<file path="src/sv/gst_pkg.sv">
// Shared types, constants and codes of the grouped statistics table.
// No dependencies; used by every other file of the block.
`default_nettype none
package gst_pkg;

    localparam int MAX_CLASSES = 16;
    localparam int SLOT_BITS   = $clog2(MAX_CLASSES);
    localparam int USED_BITS   = SLOT_BITS + 1;
    localparam int KEY_BITS    = 32;
    localparam int SAMPLE_BITS = 16;
    localparam int COUNT_BITS  = 16;
    localparam int SUM_BITS    = 32;
    localparam int SQ_BITS     = 47;
    localparam int MAG_BITS    = 31;
    localparam int VAR_BITS    = 31;
    localparam int DVD_BITS    = COUNT_BITS + SQ_BITS;
    localparam int DVS_BITS    = 2 * COUNT_BITS;
    localparam int ITER_BITS   = $clog2(DVD_BITS);
    localparam int IN_BITS     = 56;
    localparam int OUT_BITS    = 136;

    localparam logic [COUNT_BITS-1:0] COUNT_MAX = {COUNT_BITS{1'b1}};

    localparam logic [1:0] OP_ADD   = 2'd0;
    localparam logic [1:0] OP_READ  = 2'd1;
    localparam logic [1:0] OP_CLEAR = 2'd2;

    localparam logic [1:0] ST_OK    = 2'd0;
    localparam logic [1:0] ST_FULL  = 2'd1;
    localparam logic [1:0] ST_SAT   = 2'd2;
    localparam logic [1:0] ST_EMPTY = 2'd3;

    typedef enum logic [1:0] {
        SRC_IDX   = 2'd0,
        SRC_RSLOT = 2'd1,
        SRC_NONE  = 2'd2
    } res_src_t;

    typedef enum logic [14:0] {
        S_IDLE  = 15'b000000000000001,
        S_DEC   = 15'b000000000000010,
        S_SRCH  = 15'b000000000000100,
        S_KWAIT = 15'b000000000001000,
        S_KCMP  = 15'b000000000010000,
        S_RWAIT = 15'b000000000100000,
        S_RLOAD = 15'b000000001000000,
        S_MUL1  = 15'b000000010000000,
        S_MUL2  = 15'b000000100000000,
        S_SUBT  = 15'b000001000000000,
        S_DIVM  = 15'b000010000000000,
        S_WAITM = 15'b000100000000000,
        S_DIVV  = 15'b001000000000000,
        S_WAITV = 15'b010000000000000,
        S_DONE  = 15'b100000000000000
    } state_t;

    typedef struct packed {
        logic       load_in;
        logic       clr_idx;
        logic       inc_idx;
        logic       addr_idx;
        logic       addr_rslot;
        logic       write_new;
        logic       write_upd;
        logic       load_work;
        logic       zero_stats;
        logic       clear_tab;
        logic       mul1;
        logic       mul2;
        logic       subt;
        logic       div_start;
        logic       div_var;
        logic       take_mean;
        logic       take_var;
        logic       res_set;
        res_src_t   res_src;
        logic       res_new;
        logic [1:0] res_status;
        logic       out_load;
    } cmd_t;

    typedef struct packed {
        logic [1:0] op;
        logic       idx_lt_used;
        logic       full;
        logic       key_match;
        logic       cnt_sat;
        logic       rslot_ok;
        logic       div_done;
        logic       out_free;
    } sts_t;

endpackage
`default_nettype wire

</file>
<file path="src/sv/gst_ctrl.sv">
// Controller state machine: sequences search, update, read and the two
// divisions. Depends on gst_pkg.
`default_nettype none
module gst_ctrl
(
    input  wire logic          clk,
    input  wire logic          rst_n,
    input  wire logic          in_valid,
    output logic               in_ready,
    input  wire gst_pkg::sts_t sts,
    output gst_pkg::cmd_t      cmd
);

    gst_pkg::state_t state_reg;
    gst_pkg::state_t state_next;

    // next state and commands
    always_comb
    begin
        state_next = state_reg;
        cmd        = '0;
        cmd.res_src = gst_pkg::SRC_NONE;
        in_ready   = (state_reg == gst_pkg::S_IDLE);
        case (state_reg)
            gst_pkg::S_IDLE:
            begin
                if (in_valid)
                begin
                    cmd.load_in = 1'b1;
                    state_next  = gst_pkg::S_DEC;
                end
            end
            gst_pkg::S_DEC:
            begin
                case (sts.op)
                    gst_pkg::OP_ADD:
                    begin
                        cmd.clr_idx = 1'b1;
                        state_next  = gst_pkg::S_SRCH;
                    end
                    gst_pkg::OP_READ:
                    begin
                        cmd.res_set     = 1'b1;
                        cmd.res_src     = gst_pkg::SRC_RSLOT;
                        if (sts.rslot_ok)
                        begin
                            cmd.res_status = gst_pkg::ST_OK;
                            cmd.addr_rslot = 1'b1;
                            state_next     = gst_pkg::S_RWAIT;
                        end
                        else
                        begin
                            cmd.res_status = gst_pkg::ST_EMPTY;
                            cmd.zero_stats = 1'b1;
                            state_next     = gst_pkg::S_DONE;
                        end
                    end
                    gst_pkg::OP_CLEAR:
                    begin
                        cmd.clear_tab  = 1'b1;
                        cmd.res_set    = 1'b1;
                        cmd.res_status = gst_pkg::ST_OK;
                        cmd.zero_stats = 1'b1;
                        state_next     = gst_pkg::S_DONE;
                    end
                    default:
                    begin
                        cmd.res_set    = 1'b1;
                        cmd.res_status = gst_pkg::ST_OK;
                        cmd.zero_stats = 1'b1;
                        state_next     = gst_pkg::S_DONE;
                    end
                endcase
            end
            gst_pkg::S_SRCH:
            begin
                if (sts.idx_lt_used)
                begin
                    cmd.addr_idx = 1'b1;
                    state_next   = gst_pkg::S_KWAIT;
                end
                else if (sts.full)
                begin
                    cmd.res_set    = 1'b1;
                    cmd.res_status = gst_pkg::ST_FULL;
                    cmd.zero_stats = 1'b1;
                    state_next     = gst_pkg::S_DONE;
                end
                else
                begin
                    // open a new slot; index taken next cycle
                    cmd.write_new = 1'b1;
                    state_next    = gst_pkg::S_RLOAD;
                end
            end
            gst_pkg::S_KWAIT:
            begin
                state_next = gst_pkg::S_KCMP;
            end
            gst_pkg::S_KCMP:
            begin
                if (sts.key_match)
                begin
                    cmd.res_set = 1'b1;
                    cmd.res_src = gst_pkg::SRC_IDX;
                    if (sts.cnt_sat)
                    begin
                        cmd.res_status = gst_pkg::ST_SAT;
                        cmd.load_work  = 1'b1;
                    end
                    else
                    begin
                        cmd.res_status = gst_pkg::ST_OK;
                        cmd.write_upd  = 1'b1;
                    end
                    state_next = gst_pkg::S_MUL1;
                end
                else
                begin
                    cmd.inc_idx = 1'b1;
                    state_next  = gst_pkg::S_SRCH;
                end
            end
            gst_pkg::S_RWAIT:
            begin
                state_next = gst_pkg::S_RLOAD;
            end
            gst_pkg::S_RLOAD:
            begin
                // read item loads the slot; new slot only sets its result fields
                if (sts.op == gst_pkg::OP_READ)
                begin
                    cmd.load_work = 1'b1;
                end
                else
                begin
                    cmd.res_set    = 1'b1;
                    cmd.res_src    = gst_pkg::SRC_IDX;
                    cmd.res_new    = 1'b1;
                    cmd.res_status = gst_pkg::ST_OK;
                end
                state_next = gst_pkg::S_MUL1;
            end
            gst_pkg::S_MUL1:
            begin
                cmd.mul1   = 1'b1;
                state_next = gst_pkg::S_MUL2;
            end
            gst_pkg::S_MUL2:
            begin
                cmd.mul2   = 1'b1;
                state_next = gst_pkg::S_SUBT;
            end
            gst_pkg::S_SUBT:
            begin
                cmd.subt   = 1'b1;
                state_next = gst_pkg::S_DIVM;
            end
            gst_pkg::S_DIVM:
            begin
                cmd.div_start = 1'b1;
                state_next    = gst_pkg::S_WAITM;
            end
            gst_pkg::S_WAITM:
            begin
                if (sts.div_done)
                begin
                    cmd.take_mean = 1'b1;
                    state_next    = gst_pkg::S_DIVV;
                end
            end
            gst_pkg::S_DIVV:
            begin
                cmd.div_start = 1'b1;
                cmd.div_var   = 1'b1;
                state_next    = gst_pkg::S_WAITV;
            end
            gst_pkg::S_WAITV:
            begin
                if (sts.div_done)
                begin
                    cmd.take_var = 1'b1;
                    state_next   = gst_pkg::S_DONE;
                end
            end
            gst_pkg::S_DONE:
            begin
                if (sts.out_free)
                begin
                    cmd.out_load = 1'b1;
                    state_next   = gst_pkg::S_IDLE;
                end
            end
            default:
            begin
                state_next = gst_pkg::S_IDLE;
            end
        endcase
    end

    // state register
    always_ff @(posedge clk or negedge rst_n)
    begin
        if (!rst_n)
            state_reg <= gst_pkg::S_IDLE;
        else
            state_reg <= state_next;
    end

endmodule
`default_nettype wire

</file>
<file path="config.mk">
export PLATFORM = sky130hd
export DESIGN_NAME = gst_ctrl
export DESIGN_NICKNAME = d
export VERILOG_FILES = /design/src/sv/gst_pkg.sv /design/src/sv/gst_ctrl.sv
export SDC_FILE = /design/constraint.sdc
export NUM_CORES = 1
export LEC_CHECK = 0
export ABC_CLOCK_PERIOD_IN_PS = 2100
export BUFFER_PORTS_ARGS = -buffer_cell sky130_fd_sc_hd__buf_4
export CORE_ASPECT_RATIO = 1.25
export CORE_MARGIN = 2
export CORE_UTILIZATION = 45
export DETAILED_ROUTE_END_ITERATION = 8
export PLACE_DENSITY_LB_ADDON = 0.05
export SLEW_MARGIN = 10
export SYNTH_ARGS = -nofsm -noshare
export SYNTH_HDL_FRONTEND = slang
export SYNTH_SLANG_ARGS = --single-unit
</file>
<file path="constraint.sdc">
create_clock -name clk -period 2.1 [get_ports clk]
set_input_delay 0.42 -clock clk [delete_from_list [all_inputs] [get_ports clk]]
set_output_delay 0.42 -clock clk [all_outputs]
set_load 0.05 [all_outputs]
</file>
==> flow_metrics.env, run 1 <==
export IMPL_ys_async_sr_fraction_pct=100
export IMPL_synth_nets=142
export IMPL_seq_area_frac_synth_pct=33.4
export IMPL_cts_htree_levels=1
export IMPL_synth_distinct_cells=47
export IMPL_grt_max_degree=16
export IMPL_synth_top_family_by_area="simple AND/OR/NAND/NOR gates"
export IMPL_synth_mux_area_share_pct=0
export IMPL_globalplace_congestion=0.858
export IMPL_outcome="stopped before the end"
export IMPL_synthSimpleGateAreaFrac_pct=47.1
export IMPL_synth_ff_type="dfrtp_1"
export IMPL_synth_compound_area_share_pct=12.1
export IMPL_row_count=20
export IMPL_endpoint_type="top-level output"
export IMPL_mappedNetlistArea_mm2=0.00113
export IMPL_lastStage="5_1_grt"
export IMPL_ys_ff_latch=15
export IMPL_die_w_um=48.8
export IMPL_pre_cts_slack_ps=-263
export IMPL_ios=37
export IMPL_first_error="[ERROR DPL-0038] Utilization greater than 100%, impossible to legalize"
export IMPL_clockBufferDepth=2
export IMPL_initial_core_util_pct=47.0
export IMPL_die_y_um=60.0
export IMPL_synth_edf_count=0
export IMPL_cts_inserted_buffers=3
export IMPL_cts_sinks=15
export IMPL_synth_area_leaders="dfrtp_1 31%, nor3_1 4.9%, nor2_1 4.3%"
export IMPL_netlist_area_leader_share_pct=31.0
export IMPL_netlist_instances=130
export IMPL_grt_worst_endpoint="cmd[1]"
export IMPL_synthAdderAreaFrac_pct=0
export IMPL_yosysWarnings=0
export IMPL_syn_avg_cell_area_um2=8.68
export IMPL_yosysTopAreaCell="dfrtp_1"
export IMPL_root_buffer="clkbuf_4"
export IMPL_port_buffers=36
export IMPL_place_hpwl_um=2810
export IMPL_synth_xor_xnor_area_share_pct=3.88
## stage by stage
step / setup TNS, ps / instance area, µm² / util, % / cells / hold slack, ps
floorplan: -4720 / 1380 / - / 130 / 124
global placement: -3210 / 1940 / 80.8 / 234 / 286
detailed placement: -3690 / 1940 / 80.8 / 234 / 288
CTS: -11600 / 2260 / 94.2 / 248 / 364
## synth_stat cells, types with 3 or more instances
library cell and instances:
clkbuf_1 3, nor2_1 13, dfrtp_1 14, and3_1 6, nor4_1 3, a22o_1 3, nor4b_1 4, o21ai_0 3
nand3_1 7, inv_1 5, nand2_1 7, xor2_1 4, nor3_1 11
## cell families after synthesis
kind of cell | Yosys count
xor gates and xnor gates | 5
AOI/OAI and AO/OA | 18
DFF | 15
buffers and inverters | 10
and+or+nand+nor | 82
## repair_timing
| item | in CTS |
|---|---|
| hold buffers | 1 |
| gates cloned | 0 |
| endpoints found under the setup margin | 25 |
| resized for setup | 54 |
| endpoints found under the hold margin | 14 |
| pin swaps | 12 |
| setup buffers | 9 |
==> run 2: changes to the inputs <==
- ABC_CLOCK_PERIOD_IN_PS: 2100 -> 2750
- CORE_AREA: not set -> 2 2 63 65
- CORE_ASPECT_RATIO: 1.25 -> not set
- CORE_MARGIN: 2 -> not set
- CORE_UTILIZATION: 45 -> not set
- DIE_AREA: not set -> 0 0 65 67
- PLACE_DENSITY_LB_ADDON: 0.05 -> 0.15
- clock period: 2.1 -> 2.75 ns (I/O delays scaled with it)
==> flow_metrics.env, run 2 <==
export IMPL_vdd_drop_max_mv=0.246
export IMPL_synth_area_leaders="dfrtp_1 31%, nor3_1 4.9%, nor2_1 4.3%"
export IMPL_mostFrequentLayoutCells="49 x buf_4, 14 x dfrtp_1, 12 x nor2_1"
export IMPL_grt_usage_pct=16.1
export IMPL_gr_total_overflow=0
export IMPL_startpoint="state_reg[0]"
export IMPL_rsz0062_at_grt="true"
export IMPL_yosysTopAreaCell="dfrtp_1"
export IMPL_viasPerCell=5.24
export IMPL_setup_viol=1
export IMPL_tritoncts="built"
export IMPL_tightest_slew_ps=585
export IMPL_cts_inserted_buffers=3
export IMPL_synth_distinct_cells=47
export IMPL_ys_ff_latch=15
export IMPL_syn_to_final_growth_pct=56.9
export IMPL_fmax_mhz=361
export IMPL_synth_most_common_cell="dfrtp_1"
export IMPL_seq_area_frac_synth_pct=33.4
export IMPL_synthSimpleGateAreaFrac_pct=47.1
export IMPL_syn_avg_cell_area_um2=8.68
export IMPL_routed_wl_um=3440
export IMPL_yosysWarnings=0
export IMPL_netlist_area_leader_share_pct=31.0
export IMPL_outcome="finished, violations left"
export IMPL_crit_fanout=4
export IMPL_grt_first_pass_wirelength_um=5360
export IMPL_p_sw_w=0.000487
export IMPL_period_share_pct=101
export IMPL_grt_pass1_vias=1182
export IMPL_comb_power_share_pct=59.7
export IMPL_rr_worst_depth=6
export IMPL_synth_edf_count=0
export IMPL_ios=37
export IMPL_p_seq_share_pct=23.6
export IMPL_finalInstanceArea_mm2=0.00177
export IMPL_ys_async_sr_fraction_pct=100
export IMPL_slew_violations=0
export IMPL_violations="negative setup slack"
export IMPL_path_clk_slew_ps=70
export IMPL_mappedNetlistArea_mm2=0.00113
export IMPL_placed_cell_area_mm2=0.00156
export IMPL_synth_compound_area_share_pct=12.1
export IMPL_synth_mux_area_share_pct=0
export IMPL_clock_skew_ps=7.01
export IMPL_regToRegSetupSlack_ps=760
export IMPL_p_leak_nw=0.883
export IMPL_powerDensity_mw_per_mm2=628
export IMPL_initial_core_util_pct=31.3
export IMPL_switching_share_pct=43.8
export IMPL_die_w_um=65
export IMPL_start_kind="flip-flop"
export IMPL_power_share_clock_pct=16.7
export IMPL_r2r_end="state_reg[14]"
export IMPL_root_buffer="clkbuf_8"
export IMPL_synth_ff_type="dfrtp_1"
export IMPL_tns_ps=-21.0
export IMPL_die_y_um=67
export IMPL_synth_top_family_by_area="simple AND/OR/NAND/NOR gates"
export IMPL_largest_register_ffs=15
export IMPL_cp_arrival_ps=2220
export IMPL_slew_limit_headroom_pct=60.4
export IMPL_antenna_found_initial=0
export IMPL_globalplace_congestion=0.808
export IMPL_vias=1222
export IMPL_place_hpwl_um=2540
export IMPL_min_path_type="input port to asynchronous set/reset pin"
export IMPL_grt_max_degree=16
export IMPL_netlist_instances=130
export IMPL_insertion_delay_ps=260
export IMPL_worstPathRequired_ps=2200
export IMPL_port_buffers=36
export IMPL_fin_nets=198
export IMPL_r2r_start="state_reg[4]"
export IMPL_cp_endpoint="cmd[16]"
export IMPL_mostFrequentLayoutCell="buf_4"
export IMPL_synth_nets=142
export IMPL_crit_type="flip-flop to output pin"
export IMPL_synthAdderAreaFrac_pct=0
export IMPL_synth_xor_xnor_area_share_pct=3.88
export IMPL_p_int_w=0.000625
export IMPL_row_count=22
export IMPL_end_kind="output pin"
export IMPL_clockBufferDepth=2
export IMPL_maxCapViolCount=0
export IMPL_drt_pass1_iterations=4
export IMPL_setup_ws_ps=-21.0
export IMPL_coreArea_mm2=0.00361
export IMPL_ant_nets=0
export IMPL_routedWlPerCell_um=14.8
export IMPL_dieArea_mm2=0.00436
export IMPL_holdBufCountCts=0
export IMPL_drtIter0Drc=62
export IMPL_period_minus_slack_ps=2770
export IMPL_netlist_top_cells_count="14 x dfrtp_1, 13 x nor2_1, 11 x nor3_1, 7 x nand2_1, 7 x nand3_1"
export IMPL_diodes=0
export IMPL_pre_cts_slack_ps=131
export IMPL_hold_viol=0
export IMPL_nFillCells=350
export IMPL_drc=0
export IMPL_layout_drive_gt1_share_pct=47.6
export IMPL_cts_sinks=15
export IMPL_cts_htree_levels=1
-- run 2: cell counts after synthesis --
Identical to the previous run, type by type.
-- run 2: cells by family after synthesis --
kind of cell,after synthesis
simple gates,82
xor+xnor,5
compound gates,18
flops,15
buf+inv,10
-- run 2: how the worst min path moves through the flow --
| stage | endpoint | slack (ps) | depth (start not counted) |
|---|---|---|---|
| 2_1_floorplan | state_reg[10] | 250 | 0 |
| 3_3_place_gp | state_reg[11] | 420 | 1 |
| 3_5_place_dp | state_reg[10] | 420 | 1 |
| 4_1_cts | state_reg[10] | 140 | 1 |
| 5_1_grt | state_reg[9] | 140 | 1 |
| 6_report | state_reg[9] | 140 | 1 |
-- run 2: per-stage QoR --
stage / std cells / total power, W / hold WS [ps] / utilization [%]
2_1_floorplan: 130 / 0.000658 / 254 / -
3_3_place_gp: 220 / 0.000839 / 421 / 43.2
3_5_place_dp: 220 / 0.000838 / 421 / 43.2
4_1_cts: 228 / 0.00109 / 139 / 46.6
5_1_grt: 233 / 0.00118 / 144 / 49.1
6_report: 233 / 0.00111 / 136 / 49.1
-- run 2: per-layer routing --
metal,track usage [%],routed length (µm)
met1,20.0,1560
met2,28.4,1700
met3,1.18,133
met4,7.18,49
met5,0,0
-- run 2: final cells by class --
class                           count  area [µm²]  share of cell area (%)
Multi-Input combinational cell    105         815                    46.0
Timing Repair Buffer               56         454                    25.7
Sequential cell                    15         377                    21.3
Tap cell                           48        60.1                    3.39
Clock buffer                        3        41.3                    2.33
Inverter                            5        18.8                    1.06
Clock inverter                      1        5.00                   0.283
-- run 2: timing repair --
item,4_1_cts,5_1_grt
gates resized for setup,10,12
setup endpoints to repair,14,13
buffers inserted,4,5
pin swaps,4,4
-- run 2: worst max-delay path: stages, from the launching register on --
cell       delay, ps
dfstp_2          380
or4_4            530
nand4bb_4        260
nor3b_4          280
and2_4           210
a22o_1           150
buf_6            160
-- run 2: power groups by stage --
| stage | combinational [W] | sequential, W | clock (W) |
|---|---|---|---|
| after CTS | 0.000638 | 0.000263 | 0.000191 |
| after floorplan | 0.000380 | 0.000278 | 0 |
| final | 0.000664 | 0.000263 | 0.000186 |
| after global placement | 0.000565 | 0.000274 | 0 |
| after global routing | 0.000721 | 0.000265 | 0.000198 |
| after detailed placement | 0.000564 | 0.000274 | 0 |
No activity file was read; power rests on OpenSTA's default activity.
